$ cat config.mk
export PLATFORM = sky130hd
export DESIGN_NAME = rki_cell
export DESIGN_NICKNAME = d
export VERILOG_FILES = /design/src/sv/rki_pkg.sv /design/src/sv/rki_cell.sv
export SDC_FILE = /design/constraint.sdc
export NUM_CORES = 1
export LEC_CHECK = 0
export ABC_CLOCK_PERIOD_IN_PS = 2300
export BUFFER_PORTS_ARGS = -buffer_cell sky130_fd_sc_hd__buf_4
export CAP_MARGIN = 20
export CORE_UTILIZATION = 45
export DETAILED_ROUTE_END_ITERATION = 7
export PLACE_DENSITY = 0.75
export RECOVER_POWER = 25
export SKIP_LAST_GASP = 1
export SLEW_MARGIN = 5
export SYNTH_ARGS = -nofsm -noshare
export SYNTH_HDL_FRONTEND = slang
export SYNTH_SLANG_ARGS = --single-unit
$ cat constraint.sdc
create_clock -name clk_i -period 2.3 [get_ports clk_i]
set_input_delay 0.46 -clock clk_i [delete_from_list [all_inputs] [get_ports clk_i]]
set_output_delay 0.46 -clock clk_i [all_outputs]
set_load 0.01 [all_outputs]
$ cat src/sv/rki_pkg.sv
// rki_pkg: shared constants and the token type for the rank indexer.
// No dependencies; used by all other source files of the project.
`timescale 1ns / 1ps

package rki_pkg;

  localparam int MAX_ITEMS = 64;
  localparam int VALUE_W   = 32;
  localparam int RANK_W    = 6;
  localparam int SLOT_W    = (MAX_ITEMS > 1) ? $clog2(MAX_ITEMS) : 1;
  localparam int CNT_W     = $clog2(MAX_ITEMS + 1);

  // Token travelling down the chain: a new value looking for its slot.
  typedef struct packed {
    logic                      valid;
    logic signed [VALUE_W-1:0] key;
    logic [RANK_W-1:0]         below;
    logic [SLOT_W-1:0]         slot;
  } tok_t;

endpackage

$ cat src/sv/rki_cell.sv
// rki_cell: one storage cell of the rank chain; holds a value and its count
// of smaller values, and passes tokens and ranks to its neighbours. Uses rki_pkg.
`timescale 1ns / 1ps

module rki_cell (
  input  logic                      clk_i,
  input  logic                      rst_ni,
  input  logic [rki_pkg::SLOT_W-1:0] idx_i,
  input  rki_pkg::tok_t             tok_i,
  output rki_pkg::tok_t             tok_o,
  input  logic                      shift_i,
  input  logic [rki_pkg::RANK_W-1:0] rank_i,
  output logic [rki_pkg::RANK_W-1:0] rank_o
);
  import rki_pkg::*;

  logic signed [VALUE_W-1:0] val_q, val_d;
  logic [RANK_W-1:0]         cnt_q, cnt_d;
  tok_t                      tok_q, tok_d;
  logic                      match;

  assign match = tok_i.valid && (tok_i.slot == idx_i);

  always_comb begin
    tok_d       = tok_i;
    tok_d.valid = tok_i.valid && !match;
    if (tok_i.valid && !match && (val_q < tok_i.key)) begin
      tok_d.below = tok_i.below + RANK_W'(1);
    end

    val_d = match ? tok_i.key : val_q;

    // shifting only happens while no token is in flight
    priority if (shift_i) begin
      cnt_d = rank_i;
    end else if (match) begin
      cnt_d = tok_i.below;
    end else if (tok_i.valid && (tok_i.key < val_q)) begin
      cnt_d = cnt_q + RANK_W'(1);
    end else begin
      cnt_d = cnt_q;
    end
  end

  always_ff @(posedge clk_i or negedge rst_ni) begin
    if (!rst_ni) begin
      tok_q <= '0;
    end else begin
      tok_q <= tok_d;
    end
  end

  always_ff @(posedge clk_i) begin
    val_q <= val_d;
    cnt_q <= cnt_d;
  end

  assign tok_o  = tok_q;
  assign rank_o = cnt_q;

endmodule

==> qor.yml <==
synth:
  synth_simple_gate_area_share_pct: 7.006
  post_synth_fa_ha_maj_area_fraction_pct: 12.09
  synth_top_cell_by_area: "sky130_fd_sc_hd__edfxtp_1"
  post_synth_main_area_contributors: "sky130_fd_sc_hd__edfxtp_1 (32%), sky130_fd_sc_hd__dfrtp_1 (32%), sky130_fd_sc_hd__ha_1 (12%)"
  synth_top_area_share_pct: 32.43
  postSynth.asyncResetShare_pct: 54.22
  synth.mux.area_fraction_pct: 0.9957
  synth_compound_area_share_pct: 7.681
  synth_top_family_by_area: "adder cells"
  synth.lib_cells_used.distinct: 34
  synthesis.instances: 262
  post_synth_xor_area_fraction_pct: 3.734
  syn_area_sq_um: 3518
  synth.yosys.seq_area_share_pct: 64.44
  warning_count_from_the_yosys_run: 0
  yosys_register_bits: 83
  post-synth-top-count-cell: "sky130_fd_sc_hd__dfrtp_1"
  synth_enable_flop_cells: 38
  synthesis.area_per_instance_sq_um: 13.43
  synth_top_flop_cell: "sky130_fd_sc_hd__dfrtp_1"
  synth_top_cells_by_count: "sky130_fd_sc_hd__dfrtp_1 (45), sky130_fd_sc_hd__edfxtp_1 (38), sky130_fd_sc_hd__inv_1 (36)"
  syn_nets: 356
place:
  buffer_ports.inserted: 110
  pre_cts_ws_ns: -0.2802
  finalWeightedCongestion: 0.7604
  placed_cells_incl_taps: 491
  post-dp-hpwl_mm: 5.338
detailed_routing:
  route.detailed.wl_per_inst_um: 13.77
  drt-pass1-iter-count: 4
  routed_wirelength_mm: 6.981
  drc: 0
  detailroute.via_count: 2427
  drt_first_iter_violations: 62
  via_per_inst: 4.787
  final_antenna_net_count: 0
setup_path:
  cell_family_contributing_the_most_delay_on_the_critical_path: "compound AO/OA/AOI/OAI gates"
  required_ns: 2.34
  endpoint: "rank_o[0]$_DFFE_PP_"
  cpMaxStageDelayCell: "sky130_fd_sc_hd__edfxtp_1"
  critical_path.reg2reg.startpoint: "val_q[7]$_DFFE_PP_"
  crit_path_end_kind: "flop"
  cp_cell_sequence: "inv_1 > ha_4 > a21oi_2 > o21ai_1 > a211o_1 > o32a_1 > o21ai_1 > a21o_2"
  critical-path-top-cell-by-count: "sky130_fd_sc_hd__o21ai_1"
  r2r_setup_slack_ns: 0.13
  worst_path_largest_cell_delay_ns: 0.37
  path_max_fanout: 6
  critPathKind: "flop to flop"
  cp.depth: 8
  setup.worst_path.start: "val_q[7]$_DFFE_PP_"
  critical_path.n_buffers_inverters: 1
  rr_endpoint: "rank_o[0]$_DFFE_PP_"
  critPathLaunchType: "flop"
  r2r_cells: 8
  worst-endpoint-arrival_ns: 2.22
finish:
  syn_to_final_growth_pct: 35.95
  finish.net_count: 497
  post_route_cells_drive_above_1_share_pct: 32.60
  fin_cells: 507
  fin_util_pct: 64.57
  antenna-diode-count: 0
cts:
  bufs_on_longest_clock_path: 2
  cts.reportedPaths.clkPinSlew_ns: 0.08
  cts_tree: "done"
  clock-root-buffer: "sky130_fd_sc_hd__clkbuf_8"
  tritoncts_num_sinks: 83
  worst_skew_pair.late_latency_ns: 0.35
  numCtsBuffers: 9
  number_of_buffers_inserted_by_post_cts_setup_repair: 0
  h_tree_depth: 3
die:
  num_io_pins: 111
  width_of_the_die_um: 90.42
  rows: 31
  start_util_pct: 47.49
  core_area_sq_um: 7408
  fp.dieArea_sq_um: 8176
  die_height_um: 90.42
grt:
  grt_pass1_wl_mm: 11.76
  globalRouteTotalUtil_pct: 18.72
  grt_antenna_before_repair: 0
  grt_overflow_total: 0
  largest_net_degree_at_the_start_of_global_routing: 46
  vias_in_the_first_global_route: 2521
sta:
  maxClockFrequency_ghz: 0.4598
  layout_min_cycle_time_ns: 2.175
  timing_hold_violations_final: 0
  max-slew-margin-rel_pct: 61.11
  worst_slew_pin_slew_ns: 0.5834
  final-setup-viol-count: 0
  finalClockSkew_ns: 0.01135
  finalCritPeriodShare_pct: 94.55
  postLayoutSetupSlackWorst_ns: 0.1254
  drv_slew: 0
power:
  p_leak_nw: 2.238
  cellPowerDensity_nw_per_um2: 647.6
  worst_ir_drop_vdd_uv: 371.8
worst_hold_path:
  worst_hold_path_type: "primary input to async pin"
job:
  timing.max_cap.violations: 0
run_status:
  status: "finished, final reports clean"
[logic make-up (layout without fill, tap and decap cells)]
family / after synthesis / in the layout
XOR/XNOR: 15 / 15
AND/OR/NAND/NOR: 46 / 46
adder cells (fa/ha/maj): 34 / 34
flip-flops: 83 / 83
AO/OA/AOI/OAI: 43 / 43
buffers and inverters: 38 / 184
multiplexers: 3 / 3
[where the power goes]
| group | switching (mW) | internal (mW) | leakage [nW] | total [mW] |
|---|---|---|---|---|
| combinational | 0.197 | 0.211 | 1.26 | 0.408 |
| sequential | 0.0287 | 1.62 | 0.873 | 1.65 |
| clock | 0.478 | 0.561 | 0.101 | 1.04 |
[how the worst min path moves through the flow]
| stage | start | endpoint | slack, ns | depth (start not counted) |
|---|---|---|---|---|
| 2_1_floorplan | rst_ni | tok_o[0]$_DFF_PN0_ | 0.16 | 0 |
| 3_3_place_gp | rst_ni | tok_o[38]$_DFF_PN0_ | 0.49 | 1 |
| 3_5_place_dp | rst_ni | tok_o[38]$_DFF_PN0_ | 0.50 | 1 |
| 4_1_cts | rst_ni | tok_o[38]$_DFF_PN0_ | 0.12 | 1 |
| 5_1_grt | rst_ni | tok_o[38]$_DFF_PN0_ | 0.15 | 1 |
| 6_report | rst_ni | tok_o[38]$_DFF_PN0_ | 0.11 | 1 |
[stage by stage]
stage	TNS [ns]	total power, mW	hold WS [ns]	cell area [sq um]
2_1_floorplan	0	1.836	0.1644	3518
3_3_place_gp	-1.958	2.093	0.4910	4638
3_5_place_dp	-2.516	2.106	0.5032	4638
4_1_cts	0	3.155	0.1231	4866
5_1_grt	-0.01167	3.242	0.1477	4783
6_report	0	3.098	0.1110	4783
[registers in the layout (all words and copies together) (netlist names)]
name    count
rank_o      6
tok_o      45
val_q      32
[repair_timing]
item,4_1_cts,5_1_grt
setup endpoints to repair,6,8
gates resized for setup,4,3
hold buffers,0,0
pin swaps,7,6
[routing by layer]
layer  track usage [%]  vias up  share of wire [%]
li1                  -     1203                  -
met1             23.04     1144                 43
met2             31.62       68                 51
met3             3.451       12                3.9
met4             9.409        0                2.1
met5                 0        -                  0
[final cells by class]
| type | instances | area (sq um) |
|---|---|---|
| clock inverters | 2 | 35.03 |
| flip-flops and latches | 83 | 2267 |
| repair buffers | 132 | 913.4 |
| clock buffers | 14 | 162.7 |
| inverters | 36 | 135.1 |
| well taps | 99 | 123.9 |
| fillers | 595 | 2625 |
| multi-input cells | 141 | 1146 |
[layout by cell type, fill, tap and decap left out, types with 2 or more instances in the layout]
cell type,count
sky130_fd_sc_hd__a21o_1,2
sky130_fd_sc_hd__a21oi_1,13
sky130_fd_sc_hd__and4_1,2
sky130_fd_sc_hd__buf_4,93
sky130_fd_sc_hd__clkbuf_1,27
sky130_fd_sc_hd__clkbuf_4,14
sky130_fd_sc_hd__clkbuf_8,11
sky130_fd_sc_hd__dfrtp_1,45
sky130_fd_sc_hd__edfxtp_1,38
sky130_fd_sc_hd__ha_1,32
sky130_fd_sc_hd__ha_4,2
sky130_fd_sc_hd__inv_1,36
sky130_fd_sc_hd__mux2i_1,2
sky130_fd_sc_hd__nand2_1,18
sky130_fd_sc_hd__nand3_1,5
sky130_fd_sc_hd__nand4_1,8
sky130_fd_sc_hd__nor2_1,7
sky130_fd_sc_hd__nor2b_1,2
sky130_fd_sc_hd__o21ai_0,14
sky130_fd_sc_hd__o21ai_1,3
sky130_fd_sc_hd__xnor2_1,9
sky130_fd_sc_hd__xor2_1,6
(Power assumes the default switching activity.)
